### src/sv/srre_pkg.sv
`timescale 1ns / 1ps
// ----------------------------------------------------------------------------
// srre_pkg: shared types and constants of the serial request/response engine
// Command format, front queue word, result word and sizing constants.
// ----------------------------------------------------------------------------
package srre_pkg;

	localparam int QUEUE_DEPTH = 16;
	localparam int QW          = (QUEUE_DEPTH > 1) ? $clog2(QUEUE_DEPTH) : 1;
	localparam int FILL_W      = $clog2(QUEUE_DEPTH + 1);

	// front queue depth, a power of two so the pointers wrap by themselves
	localparam int FQ_DEPTH = 4;
	localparam int FQ_W     = $clog2(FQ_DEPTH);

	localparam logic [15:0] TIMEOUT_RESET = 16'd1000;
	localparam logic [15:0] WAIT_MAX      = 16'hFFFF;

	localparam logic [7:0] MEM_RAM_CODE    = 8'h80;
	localparam logic [7:0] MEM_EEPROM_CODE = 8'hA0;
	localparam logic [7:0] MEM_EEPROM_MAP  = 8'h20;
	localparam logic [7:0] MEM_RAM_MAP     = 8'h00;

	localparam logic [1:0] CMD_ENQ  = 2'd0;
	localparam logic [1:0] CMD_PAIR = 2'd1;
	localparam logic [1:0] CMD_TICK = 2'd2;

	localparam logic [2:0] TX_COUNT_TWO  = 3'd2;
	localparam logic [2:0] TX_COUNT_FOUR = 3'd4;

	typedef struct packed {
		logic       four;
		logic [7:0] b3;
		logic [7:0] b2;
		logic [7:0] b1;
		logic [7:0] b0;
	} cmd_t;

	typedef enum logic [1:0] {
		OP_ENQ,
		OP_PAIR,
		OP_TICK
	} op_t;

	typedef struct packed {
		op_t        op;
		logic       urgent;
		cmd_t       req;
		logic [7:0] rx_first;
		logic [7:0] rx_second;
	} item_t;

	typedef enum logic [1:0] {
		KIND_TX     = 2'd0,
		KIND_DONE   = 2'd1,
		KIND_REJECT = 2'd2
	} kind_t;

	typedef struct packed {
		kind_t      kind;
		logic [2:0] tx_count;
		logic [7:0] tx_byte0;
		logic [7:0] tx_byte1;
		logic [7:0] tx_byte2;
		logic [7:0] tx_byte3;
		logic [7:0] reply_value;
		logic       reply_ok;
		logic [7:0] reply_memory;
		logic [7:0] reply_address;
		logic       flush_rx;
		logic       last;
	} res_t;

	typedef struct packed {
		logic [FILL_W-1:0] fill;
		logic              sending;
	} stat_t;

endpackage

### src/sv/srre_ram.sv
`timescale 1ns / 1ps
// ----------------------------------------------------------------------------
// srre_ram: generic single-write, single-read RAM
// One write port and one read port with registered read data.
// ----------------------------------------------------------------------------
module srre_ram #(
	parameter int WIDTH = 8,
	parameter int DEPTH = 16
) (
	input  logic                                     clk,
	input  logic                                     we,
	input  logic [((DEPTH > 1) ? $clog2(DEPTH) : 1)-1:0] waddr,
	input  logic [WIDTH-1:0]                         wdata,
	input  logic [((DEPTH > 1) ? $clog2(DEPTH) : 1)-1:0] raddr,
	output logic [WIDTH-1:0]                         rdata
);

	logic [WIDTH-1:0] mem [DEPTH];
	logic [WIDTH-1:0] rdata_q;

	always_ff @(posedge clk) begin
		if (we) begin
			mem[waddr] <= wdata;
		end
		rdata_q <= mem[raddr];
	end

	assign rdata = rdata_q;

endmodule

### src/sv/srre_front.sv
`timescale 1ns / 1ps
// ----------------------------------------------------------------------------
// srre_front: input side of the engine
// Accepts input words, classifies the command code and queues them.
// ----------------------------------------------------------------------------
module srre_front import srre_pkg::*; (
	input  logic       clk,
	input  logic       arst_n,
	input  logic       in_valid,
	output logic       in_stall,
	input  logic [1:0] cmd,
	input  logic       urgent,
	input  logic       req_four,
	input  logic [7:0] req_byte0,
	input  logic [7:0] req_byte1,
	input  logic [7:0] req_byte2,
	input  logic [7:0] req_byte3,
	input  logic [7:0] rx_first,
	input  logic [7:0] rx_second,
	output logic       fq_valid,
	output item_t      fq_word,
	input  logic       fq_pop
);

	item_t           slots_q [FQ_DEPTH];
	logic [FQ_W-1:0] wr_ptr_q;
	logic [FQ_W-1:0] rd_ptr_q;
	logic [FQ_W:0]   count_q;
	item_t           item;
	logic            known;
	logic            push;

	always_comb begin
		item           = '0;
		known          = 1'b1;
		item.urgent    = urgent;
		item.req.four  = req_four;
		item.req.b0    = req_byte0;
		item.req.b1    = req_byte1;
		item.req.b2    = req_four ? req_byte2 : 8'd0;
		item.req.b3    = req_four ? req_byte3 : 8'd0;
		item.rx_first  = rx_first;
		item.rx_second = rx_second;
		case (cmd)
			CMD_ENQ:  item.op = OP_ENQ;
			CMD_PAIR: item.op = OP_PAIR;
			CMD_TICK: item.op = OP_TICK;
			default:  known   = 1'b0;
		endcase
	end

	assign in_stall = (count_q == (FQ_W + 1)'(FQ_DEPTH));
	// drop unused command codes
	assign push     = in_valid && !in_stall && known;
	assign fq_valid = (count_q != '0);
	assign fq_word  = slots_q[rd_ptr_q];

	always_ff @(posedge clk or negedge arst_n) begin
		if (!arst_n) begin
			wr_ptr_q <= '0;
			rd_ptr_q <= '0;
			count_q  <= '0;
		end else begin
			if (push) begin
				wr_ptr_q <= wr_ptr_q + 1'b1;
			end
			if (fq_pop) begin
				rd_ptr_q <= rd_ptr_q + 1'b1;
			end
			if (push && !fq_pop) begin
				count_q <= count_q + 1'b1;
			end else if (!push && fq_pop) begin
				count_q <= count_q - 1'b1;
			end
		end
	end

	always_ff @(posedge clk) begin
		if (push) begin
			slots_q[wr_ptr_q] <= item;
		end
	end

endmodule

### src/sv/srre_back.sv
`timescale 1ns / 1ps
// ----------------------------------------------------------------------------
// srre_back: execution side of the engine
// Owns the pending command ring, the outstanding request and the result word.
// ----------------------------------------------------------------------------
module srre_back import srre_pkg::*; (
	input  logic        clk,
	input  logic        arst_n,
	input  logic [15:0] timeout,
	input  logic        fq_valid,
	input  item_t       fq_word,
	output logic        fq_pop,
	input  logic        out_stall,
	output logic        out_valid,
	output res_t        out_word,
	output stat_t       stat
);

	typedef enum logic {
		ST_EXEC,
		ST_SEND
	} st_t;

	typedef enum logic [1:0] {
		PH_IDLE,
		PH_SENT,
		PH_ECHO
	} phase_t;

	st_t               st_q;
	phase_t            phase_q;
	phase_t            phase_n;
	cmd_t              active_q;
	logic [QW-1:0]     head_q;
	logic [QW-1:0]     head_n;
	logic [QW-1:0]     head_dec;
	logic [QW-1:0]     head_adv;
	logic [QW-1:0]     tail;
	logic [QW:0]       tail_sum;
	logic [FILL_W-1:0] fill_q;
	logic [FILL_W-1:0] fill_n;
	logic [15:0]       wait_q;
	logic [15:0]       wait_n;
	logic [15:0]       wait_inc;
	logic              byp_q;
	cmd_t              byp_cmd_q;
	logic [QW-1:0]     send_slot_q;
	logic [QW-1:0]     rd_addr;
	logic              out_valid_q;
	res_t              out_q;
	res_t              res;
	res_t              tx_res;
	cmd_t              send_cmd;
	logic              has_res;
	logic              we;
	logic [QW-1:0]     slot;
	logic              send;
	logic              out_free;
	logic              go;
	logic              go_send;
	logic [7:0]        sum;
	logic              echo_head;
	logic              echo_tail;
	logic [$bits(cmd_t)-1:0] rdata;

	function automatic logic [7:0] map_memory(input logic [7:0] code);
		logic [7:0] m;
		m = code;
		if (code == MEM_RAM_CODE) begin
			m = MEM_RAM_MAP;
		end else if (code == MEM_EEPROM_CODE) begin
			m = MEM_EEPROM_MAP;
		end
		return m;
	endfunction

	assign out_free = !out_valid_q || !out_stall;
	assign go       = (st_q == ST_EXEC) && fq_valid && out_free;
	assign go_send  = (st_q == ST_SEND) && out_free;
	assign fq_pop   = go;

	assign head_dec = (head_q == '0) ? QW'(QUEUE_DEPTH - 1) : head_q - 1'b1;
	assign tail_sum = (QW + 1)'(head_q) + (QW + 1)'(fill_q);
	assign tail     = (tail_sum >= (QW + 1)'(QUEUE_DEPTH)) ?
		QW'(tail_sum - (QW + 1)'(QUEUE_DEPTH)) : QW'(tail_sum);
	assign head_adv = (head_n == QW'(QUEUE_DEPTH - 1)) ? '0 : head_n + 1'b1;
	assign wait_inc = (wait_q == WAIT_MAX) ? wait_q : wait_q + 16'd1;

	assign sum       = active_q.b0 + active_q.b1 + fq_word.rx_second;
	assign echo_head = (fq_word.rx_first == active_q.b0) && (fq_word.rx_second == active_q.b1);
	assign echo_tail = (fq_word.rx_first == active_q.b2) && (fq_word.rx_second == active_q.b3);

	always_comb begin
		phase_n = phase_q;
		head_n  = head_q;
		fill_n  = fill_q;
		wait_n  = wait_q;
		has_res = 1'b0;
		res     = '0;
		we      = 1'b0;
		slot    = tail;
		case (fq_word.op)
			OP_ENQ: begin
				if (fill_q == FILL_W'(QUEUE_DEPTH)) begin
					has_res  = 1'b1;
					res.kind = KIND_REJECT;
				end else begin
					we     = 1'b1;
					fill_n = fill_q + 1'b1;
					if (fq_word.urgent) begin
						head_n = head_dec;
						slot   = head_dec;
					end
				end
			end
			OP_PAIR: begin
				if (phase_q == PH_SENT && echo_head) begin
					phase_n = PH_ECHO;
				end else if (phase_q == PH_ECHO && active_q.four && echo_tail) begin
					phase_n = PH_ECHO;
				end else if (phase_q != PH_IDLE) begin
					has_res           = 1'b1;
					res.kind          = KIND_DONE;
					res.reply_value   = fq_word.rx_second;
					res.reply_ok      = (sum == fq_word.rx_first);
					res.reply_memory  = map_memory(active_q.b0);
					res.reply_address = active_q.b1;
					res.flush_rx      = (sum != fq_word.rx_first);
					phase_n           = PH_IDLE;
					wait_n            = '0;
				end
			end
			OP_TICK: begin
				if (phase_q != PH_IDLE) begin
					wait_n = wait_inc;
					if (wait_inc >= timeout) begin
						has_res           = 1'b1;
						res.kind          = KIND_DONE;
						res.reply_memory  = map_memory(active_q.b0);
						res.reply_address = active_q.b1;
						res.flush_rx      = 1'b1;
						phase_n           = PH_IDLE;
						wait_n            = '0;
					end
				end
			end
			default: ;
		endcase
		send     = (phase_n == PH_IDLE) && (fill_n != '0);
		res.last = !send;
	end

	// take the word just written when it lands at the new head
	assign send_cmd = byp_q ? byp_cmd_q : cmd_t'(rdata);

	// hold the read on the sent slot while the transmit word waits
	assign rd_addr = (st_q == ST_SEND) ? send_slot_q : head_n;

	always_comb begin
		tx_res          = '0;
		tx_res.kind     = KIND_TX;
		tx_res.tx_count = send_cmd.four ? TX_COUNT_FOUR : TX_COUNT_TWO;
		tx_res.tx_byte0 = send_cmd.b0;
		tx_res.tx_byte1 = send_cmd.b1;
		tx_res.tx_byte2 = send_cmd.b2;
		tx_res.tx_byte3 = send_cmd.b3;
		tx_res.last     = 1'b1;
	end

	srre_ram #(
		.WIDTH ($bits(cmd_t)),
		.DEPTH (QUEUE_DEPTH)
	) u_ring (
		.clk   (clk),
		.we    (go && we),
		.waddr (slot),
		.wdata (fq_word.req),
		.raddr (rd_addr),
		.rdata (rdata)
	);

	always_ff @(posedge clk or negedge arst_n) begin
		if (!arst_n) begin
			st_q        <= ST_EXEC;
			phase_q     <= PH_IDLE;
			head_q      <= '0;
			fill_q      <= '0;
			wait_q      <= '0;
			byp_q       <= 1'b0;
			out_valid_q <= 1'b0;
		end else begin
			if (go) begin
				phase_q <= send ? PH_SENT : phase_n;
				head_q  <= send ? head_adv : head_n;
				fill_q  <= send ? fill_n - 1'b1 : fill_n;
				wait_q  <= send ? '0 : wait_n;
				byp_q   <= we && (slot == head_n);
				st_q    <= send ? ST_SEND : ST_EXEC;
			end else if (go_send) begin
				st_q <= ST_EXEC;
			end
			if ((go && has_res) || go_send) begin
				out_valid_q <= 1'b1;
			end else if (!out_stall) begin
				out_valid_q <= 1'b0;
			end
		end
	end

	always_ff @(posedge clk) begin
		if (go) begin
			byp_cmd_q   <= fq_word.req;
			send_slot_q <= head_n;
			if (has_res) begin
				out_q <= res;
			end
		end else if (go_send) begin
			active_q <= send_cmd;
			out_q    <= tx_res;
		end
	end

	assign out_valid    = out_valid_q;
	assign out_word     = out_q;
	assign stat.fill    = fill_q;
	assign stat.sending = (st_q == ST_SEND);

endmodule

### src/sv/serial_request_response_engine_core.sv
`timescale 1ns / 1ps
// ----------------------------------------------------------------------------
// serial_request_response_engine_core: queued serial request/response engine
// Queues commands, sends one at a time and matches the answer or a timeout.
// ----------------------------------------------------------------------------
// Usage:
//   Input channel (in_valid/in_stall) carries one word per event: enqueue a
//   command, a received byte pair, or a millisecond tick. A four-deep input
//   queue absorbs words while the engine is busy; in_stall rises when full.
//   Output channel (out_valid/out_stall) carries result words: transmit,
//   request finished, or rejected. An event gives up to two words; the last
//   one has last set; a transmit word follows a finish or reject if last is 0.
//   Configuration channel (cfg_valid/cfg_ready) writes timeout_ticks; write
//   only while the engine is idle. cfg_ready is always high.
//   A word is registered in the input queue before the engine takes it.
//   The engine takes one event at a time and enters a send state when a
//   command is sent, since the command ring is a RAM with a registered read
//   port. A stalled output holds its word and the engine waits; input keeps
//   filling the input queue. Reset empties both queues, sets the engine idle
//   and timeout_ticks to 1000. The command ring needs no clearing pass.
// ----------------------------------------------------------------------------
module serial_request_response_engine_core import srre_pkg::*; (
	input  logic        clk,
	input  logic        arst_n,
	input  logic        in_valid,
	output logic        in_stall,
	input  logic [1:0]  cmd,
	input  logic        urgent,
	input  logic        req_four,
	input  logic [7:0]  req_byte0,
	input  logic [7:0]  req_byte1,
	input  logic [7:0]  req_byte2,
	input  logic [7:0]  req_byte3,
	input  logic [7:0]  rx_first,
	input  logic [7:0]  rx_second,
	output logic        out_valid,
	input  logic        out_stall,
	output logic [1:0]  kind,
	output logic [2:0]  tx_count,
	output logic [7:0]  tx_byte0,
	output logic [7:0]  tx_byte1,
	output logic [7:0]  tx_byte2,
	output logic [7:0]  tx_byte3,
	output logic [7:0]  reply_value,
	output logic        reply_ok,
	output logic [7:0]  reply_memory,
	output logic [7:0]  reply_address,
	output logic        flush_rx,
	output logic        last,
	input  logic        cfg_valid,
	output logic        cfg_ready,
	input  logic [15:0] cfg_data
);

	logic        fq_valid;
	item_t       fq_word;
	logic        fq_pop;
	res_t        out_word;
	stat_t       stat;
	logic [15:0] timeout_q;

	always_ff @(posedge clk or negedge arst_n) begin
		if (!arst_n) begin
			timeout_q <= TIMEOUT_RESET;
		end else if (cfg_valid && cfg_ready) begin
			timeout_q <= cfg_data;
		end
	end

	assign cfg_ready = 1'b1;

	srre_front u_front (
		.clk       (clk),
		.arst_n    (arst_n),
		.in_valid  (in_valid),
		.in_stall  (in_stall),
		.cmd       (cmd),
		.urgent    (urgent),
		.req_four  (req_four),
		.req_byte0 (req_byte0),
		.req_byte1 (req_byte1),
		.req_byte2 (req_byte2),
		.req_byte3 (req_byte3),
		.rx_first  (rx_first),
		.rx_second (rx_second),
		.fq_valid  (fq_valid),
		.fq_word   (fq_word),
		.fq_pop    (fq_pop)
	);

	srre_back u_back (
		.clk       (clk),
		.arst_n    (arst_n),
		.timeout   (timeout_q),
		.fq_valid  (fq_valid),
		.fq_word   (fq_word),
		.fq_pop    (fq_pop),
		.out_stall (out_stall),
		.out_valid (out_valid),
		.out_word  (out_word),
		.stat      (stat)
	);

	assign kind          = out_word.kind;
	assign tx_count      = out_word.tx_count;
	assign tx_byte0      = out_word.tx_byte0;
	assign tx_byte1      = out_word.tx_byte1;
	assign tx_byte2      = out_word.tx_byte2;
	assign tx_byte3      = out_word.tx_byte3;
	assign reply_value   = out_word.reply_value;
	assign reply_ok      = out_word.reply_ok;
	assign reply_memory  = out_word.reply_memory;
	assign reply_address = out_word.reply_address;
	assign flush_rx      = out_word.flush_rx;
	assign last          = out_word.last;

	a_fill_bound: assert property (@(posedge clk) disable iff (!arst_n)
		stat.fill <= FILL_W'(QUEUE_DEPTH))
		else $error("command ring overfilled");

	a_tx_last: assert property (@(posedge clk) disable iff (!arst_n)
		out_valid && (kind == KIND_TX) |-> last)
		else $error("transmit word not last");

	a_flush_rule: assert property (@(posedge clk) disable iff (!arst_n)
		out_valid |-> (flush_rx == ((kind == KIND_DONE) && !reply_ok)))
		else $error("flush_rx does not match a failed request");

	a_send_room: assert property (@(posedge clk) disable iff (!arst_n)
		stat.sending |-> (stat.fill != FILL_W'(QUEUE_DEPTH)))
		else $error("command ring full while sending");

endmodule
### config.mk
export PLATFORM = sky130hd
export DESIGN_NAME = serial_request_response_engine_core
export DESIGN_NICKNAME = d
export VERILOG_FILES = /design/src/sv/srre_pkg.sv /design/src/sv/srre_ram.sv /design/src/sv/srre_front.sv /design/src/sv/srre_back.sv /design/src/sv/serial_request_response_engine_core.sv
export SDC_FILE = /design/constraint.sdc
export NUM_CORES = 1
export LEC_CHECK = 0
export BUFFER_PORTS_ARGS = -buffer_cell sky130_fd_sc_hd__buf_2
export CORE_UTILIZATION = 40
export DETAILED_ROUTE_END_ITERATION = 6
export PLACE_DENSITY = 0.58
export SYNTH_ARGS = -nofsm -noshare
export SYNTH_HDL_FRONTEND = slang
export SYNTH_SLANG_ARGS = --single-unit
### constraint.sdc
create_clock -name clk -period 6 [get_ports clk]
set_input_delay 1.2 -clock clk [delete_from_list [all_inputs] [get_ports clk]]
set_output_delay 1.2 -clock clk [all_outputs]
set_load 0.05 [all_outputs]
# == Word-level counts from Yosys, hierarchy flattened ==
# Memory sizes are Yosys's and may differ from the RTL's. A register that Yosys moved wholly into a read port is not among the register bits.
# Cells that the tools add are included.
# word_totals
ram_bits,736
n_memories,2
elab_cells,190
register_bits,187
input_bits,73
# op_classes
reduce_logical,38
mux,74
order_cmp,2
n_bitwise,2
eq_ne,25
addsub,13
# memory_table
memory,words,width,rd,rd_ports_with_merged_regs,write_ports,line_no,source
u_back.u_ring.mem,16,33,1,1,1,srre_ram.sv:18,logic [WIDTH-1:0] mem [DEPTH];
u_front.slots_q,4,52,1,0,1,srre_front.sv:25,item_t slots_q [FQ_DEPTH];
# op_table
operator,count
$mux 64,3
$mux 16,7
$mux 26,3
$mux 4,11
$eq 8x8->1,5
$mux 17,2
$pmux 17 s2,1
$mux 33,1
$mux 8,4
$pmux 16 s2,1
$mux 1,20
$mux 2,10
$add 16x1->16 const B,1
$add 8x8->8,2
$eq 16x16->1 const B,1
$eq 8x8->1 const B,2
$ge 16x16->1,1
$logic_and 1x1->1,16
$mux 5,3
$mux 3,3
$mux 9,1
$ne 8x8->1,1
$pmux 2 s2,2
$sub 4x1->4 const B,2
30 further kinds,51

# == Depth between registers and ports, before layout ==
# An unclocked memory read counts as a cell.
# logic_depth
depth_word,12
ltp_mapped,20
ltp_nobuf,18

# == Hierarchy ==
# Synthesis repeated with hierarchy kept, for this count alone.
# unflattened
cells_unflattened,1905
area_unflattened_um2,37877.6
# by_module_without_submodules
mod,instances,area_per_inst_um2,cells_per_inst
srre_ram,1,20631.0,864
srre_back,1,8459.4,679
srre_front,1,8119.0,326
serial_request_response_engine_core,1,668.1,36

# == Worst setup path before layout ==
# OpenSTA, ideal clock, no wires.
# synth_path
path_type,reg-to-reg
from,register u_front.rd_ptr_q[0]
to,memory u_back.u_ring.mem[9][0] in the netlist's numbering (enable)
synth_period_minus_slack_ns,5.643
t_arrival_ns,5.220
slack_ns,0.357
stages_incl_launch_ff,16
cell_sequence,dfrtp_1 -> buf_6 -> buf_6 -> clkbuf_1 -> buf_1 -> mux4_2 -> inv_1 -> ha_1 -> clkbuf_1 -> and3_1 -> buf_2 -> nor2_1 -> o21ai_0 -> o31ai_1 -> or4b_2 -> nor2_1
# synth_between
elab_chain_len,6
# synth_rtl
element,line_no,source
"start, declared",srre_front.sv:27,logic [FQ_W-1:0] rd_ptr_q;
"start signal, assigned",srre_front.sv:68,rd_ptr_q <= rd_ptr_q + 1'b1;
$mem_v2 4x52 (*),--,
$logic_not 2->1,srre_back.sv:102,case (fq_word.op)
$mux 1,srre_back.sv:102,
$logic_and 1x1->1,srre_back.sv:175,".we (go && we),"
$mux 1,srre_ram.sv:22,if (we) begin
$mux 1 (not written as such),srre_ram.sv:23,mem[waddr] <= wdata;
"end, declared",srre_ram.sv:18,
# Every way passes the cells marked *; elsewhere a longest branch is shown, timed or not.

# == Worst setup path in the final report ==
# layout_path
from,register u_back.wait_q[3]
to,register u_back.wait_q[1]
# layout_between
elab_chain_len,10
# layout_rtl
element,line_no,source
"start, declared",srre_back.sv:42,logic [15:0] wait_q;
"start signal, assigned",srre_back.sv:196,wait_q <= send ? '0 : wait_n;
$add 16x1->16 or $eq 16x16->1 (tied branches),srre_back.sv:87,assign wait_inc = (wait_q == WAIT_MAX) ? wait_q : wait_q + 16'd1;
$mux 16 (*),srre_back.sv:87,
$ge 16x16->1,srre_back.sv:136,if (wait_inc >= timeout) begin
$mux 2,srre_back.sv:136,
$mux 2,srre_back.sv:134,if (phase_q != PH_IDLE) begin
$pmux 2 s2,srre_back.sv:102,
$logic_not 2->1,srre_back.sv:149,send = (phase_n == PH_IDLE) && (fill_n != '0);
$logic_and 1x1->1,srre_back.sv:149,
"$ne 3x2->1 (no line), or another cell as far along",--,
$reduce_and 6->1 (no line),--,
# Every way passes the cells marked *; elsewhere a longest branch is shown, timed or not. The select of a mux whose other input is x is not followed.
# A chain may end at the register's enable or synchronous reset.

==> impl_results.md <==
- Main synth FF type: edfxtp_1
- Top cell type's share of synthesized area: between 60% and 70%
- Placeable Area: around 94000 um^2
- Register-to-Register Path Depth: 17
- Die Ht: roughly 310 um
- CP cell instances: and3_1 > and2_1 > nand3_1 > or3_1 > nand2b_1 > or3_1 > nand2_1 > ha_1 > a21o_1 > a21oi_1 > nor2b_1 > a2111oi_0 > o211ai_1 > a21oi_1 > nor3_2 > o21ai_2 > a22o_1
- Cells after synthesis: 2027
- R2R setup slack: between 0.7 and 0.8 ns
- Status: finished, final reports clean
- Hold path startpoint: timeout_q[6]
- Post-synth cell types: between 70 and 80
- CTS root buffer: clkbuf_16
- Row cnt: roughly 110
- Largest area contributor in the netlist: edfxtp_1
- Antenna violations before repair: 6
- Post-route antenna net violation count: 0
- Global-route wire length before repair: roughly 130 mm
- Critical path data arrival time: 5.88 ns
- Post-cts gate resize count: 0
- Worst Max-Slew Pin Slew: about 1.1 ns
- All-layer global routing usage: approximately a fifth
- Hold_buf cts: 0
- Initial Utilization: 40.64%
- TritonCTS clock tree: yes
- Hold Path End: timeout_q[6]
- Register area share after synthesis: approximately three quarters
- Die Area: 96760 um^2
- Number of global-route vias before repair: 19980
- Worst path required time: roughly 6.6 ns
- Post-DR wirelength/cell: about 26 um
- Main combinational cell family by area after synthesis: multiplexers
- 1st-iter DRT viols: around 1900
- Total gr overflow: 0
- Final Cycle Share: between 80 and 90%
- Max rail drop VDD: between 0.6 and 0.7 mV
- RR Startpoint: u_back.wait_q[3]
- Share of layout cells above drive strength 1: between 20% and 30%
- CP peak stage delay: around 0.73 ns
- Hold Path Depth: 2
- Width of the die: 311.1 um
- CP Launch Point: u_back.wait_q[3]
- Synth Area in XOR/XNOR: around 1.5%
- RSZ-0062 raised after global routing: false
- #FFs+latches synth: around 960
- Clock-pin slew on the worst setup and hold paths: 0.06 ns
- P&R area growth vs syn: 15.05%
- Placed Area: slightly above 40000 um^2
- Post-synth net total: 2152
- Via count: 19530
- Crit path time final: 5.288 ns
- Drt via density: 5.481
- Synthesized cell area: between 30000 and 40000 um^2
- Total negative slack: 0 ns
- Worst Hold Class: reg2reg
- Clock buffer depth: 3
- Max Clk Rate: between 0.15 and 0.2 GHz
- TritonCTS Buffers: 95
- DR pass1 iterations: 7
- Max Slew Vio Count: 0
- Drt drc: 0
- CP max FO: 16
- Slew margin rel.: about a quarter
- Synth area leaders: edfxtp_1 68%, mux4_2 10%, dfrtp_1 3.1%
- Hold Fails Final Rpt: 0
- Pwr dens: approximately 600 nW/um^2
- Total Wirelength: between 90 and 100 mm
- Worst-Skew Late Latency: a little under 0.7 ns
- Mux cell area share after synthesis: 13.47%
- Post-CTS setup buffer count: 0
- Sink Count: 955
- CP max stage cell: a2111oi_0
- Leakage: between 10 and 15 nW
- Largest net degree at the start of global routing: 76
- Post-synthesis adder-cell area fraction: around 1.9%
- FFs w/ async S/R, synth: 5.550%
- Syn Area/Cell: between 15 and 20 um^2
- RR Endpoint: u_back.wait_q[1]
- Post-synth EDFFs: roughly 870
- Final nets: 2347
- WS Path Type: reg2reg
- Synth Area in Compound Gates: between 3 and 4%
- GPL Wtd Cong: 0.8268
- CP Capture Type: flop
- I/O Pins: 140
- Final setup fails: 0
- Yosys Warn Count: 0
- Post-Synth Simple-Gate Area: 4.496%
- Final HPWL DP: roughly 55 mm
- H-Tree Depth: 3
- Number of I/O port buffers: 137
- Skew final: between 0.04 and 0.05 ns
- CP startpoint kind: flop
- Post-route cell area: around 44000 um^2
- Max Cap Viol: 0
## how the worst max path moves through the flow
| stage | end | slack (ns) | cells after the start |
|---|---|---|---|
| 3_3_place_gp | u_back.wait_q[10] | 0.97 | 16 |
| 5_1_grt | u_back.wait_q[1] | 0.18 | 17 |
| 2_1_floorplan | u_back.u_ring.mem[9][0] | 0.36 | 15 |
| 3_5_place_dp | u_back.wait_q[10] | 0.79 | 17 |
| 6_report | u_back.wait_q[1] | 0.71 | 17 |
| 4_1_cts | u_back.wait_q[1] | 0.73 | 17 |
## power by group
group          switching [mW]  internal, mW  total, mW
sequential              0.596          9.46       10.1
clock                    2.52          3.53       6.05
combinational            6.37          3.94       10.3
total                    9.49          16.9       26.4
## worst max-delay path, delay by kind of cell, from the launching register on
family | cells | cell delay, ns
AND/OR/NAND/NOR | 9 | 1.85
flip-flops | 1 | 0.41
adder cells (fa/ha/maj) | 1 | 0.30
AO/OA/AOI/OAI | 7 | 2.66
## Yosys cell counts (33+ instances only)
cell type	number
a211oi_1	37
edfxtp_1	869
nor2b_1	38
mux4_2	176
clkbuf_1	50
xnor2_1	49
dfrtp_1	47
and2_1	71
mux2i_1	65
nand2_1	72
ha_1	42
mux2_2	39
nor2_1	55
inv_1	49
dfxtp_1	33
a21oi_1	68
## logic make-up after synthesis
| family | after synthesis |
|---|---|
| AOI/OAI and AO/OA | 205 |
| other | 2 |
| muxes | 284 |
| and+or+nand+nor | 322 |
| buffers and inverters | 140 |
| xor gates and xnor gates | 67 |
| adders and majority gates | 52 |
| DFF | 955 |
## cells in the final DEF, fill, tap and decap left out, types with 10 or more instances in the layout
cell type / Yosys / layout
o21ai_0: 32 / 32
a22o_1: 10 / 10
clkinv_2: 0 / 19
edfxtp_1: 869 / 869
fa_1: 10 / 10
inv_1: 49 / 48
buf_4: 7 / 42
clkbuf_16: 0 / 97
clkinv_1: 1 / 15
nand3_1: 19 / 19
buf_2: 20 / 137
dfrtp_1: 47 / 45
nand2_1: 72 / 72
a21oi_1: 68 / 68
mux2i_1: 65 / 63
a21o_1: 13 / 13
nor2b_1: 38 / 38
and2_1: 71 / 67
bufinv_16: 0 / 10
xnor2_1: 49 / 49
nor3_1: 13 / 13
ha_1: 42 / 42
nor2_4: 0 / 16
nand4_1: 13 / 13
nor2_1: 55 / 39
mux4_2: 176 / 176
dfxtp_1: 33 / 33
a211oi_1: 37 / 37
clkbuf_1: 50 / 25
mux2_2: 39 / 38
xor2_1: 18 / 18
## per-stage QoR
stage | hold slack [ns] | util, % | total power, mW | worst slack, ns | instances
global placement | 0.5103 | 43.32 | 20.40 | 0.9737 | 3379
global route | 0.5359 | 46.75 | 27.68 | 0.1802 | 3561
detailed placement | 0.5126 | 43.32 | 20.63 | 0.7925 | 3379
floorplan | 0.4575 | - | 17.38 | 0.3571 | 2027
CTS | 0.5214 | 46.74 | 26.69 | 0.7339 | 3558
finish | 0.5139 | 46.75 | 26.42 | 0.7115 | 3562
## per-layer routing
layer  vias up  part of all wire (%)  global-route usage, %
met1     10370                    44                  26.88
li1       8435                     -                      -
met3       120                   5.0                  2.659
met4         0                   2.3                  5.665
met5         -                     0                      0
met2       598                    48                  30.62
## flip-flops by register name (all words and copies together) (netlist names)
| signal | count |
|---|---|
| u_back.st_q | 1 |
| u_back.u_ring.mem | 528 |
| u_back.head_q | 4 |
| u_back.byp_cmd_q | 33 |
| u_back.fill_q | 5 |
| u_back.byp_q | 1 |
| timeout_q | 16 |
| u_front.wr_ptr_q | 2 |
| u_back.send_slot_q | 4 |
| u_back.out_valid | 1 |
| u_back.phase_q | 2 |
| u_back.u_ring.rdata | 33 |
| u_back.active_q | 33 |
| u_front.rd_ptr_q | 2 |
| u_front.count_q | 3 |
| u_front.slots_q | 208 |
| u_back.out_word | 63 |
| u_back.wait_q | 16 |
## cell type report
class	count	area [um^2]
antenna	4	10.01
clock buffer	131	2645
clock inverter	48	570.5
fill	7870	50070
inverter	51	191.4
multi-input combinational	932	9718
sequential	955	28100
tap	1254	1569
timing repair buffer	187	1161
(Power assumes the default switching activity.)
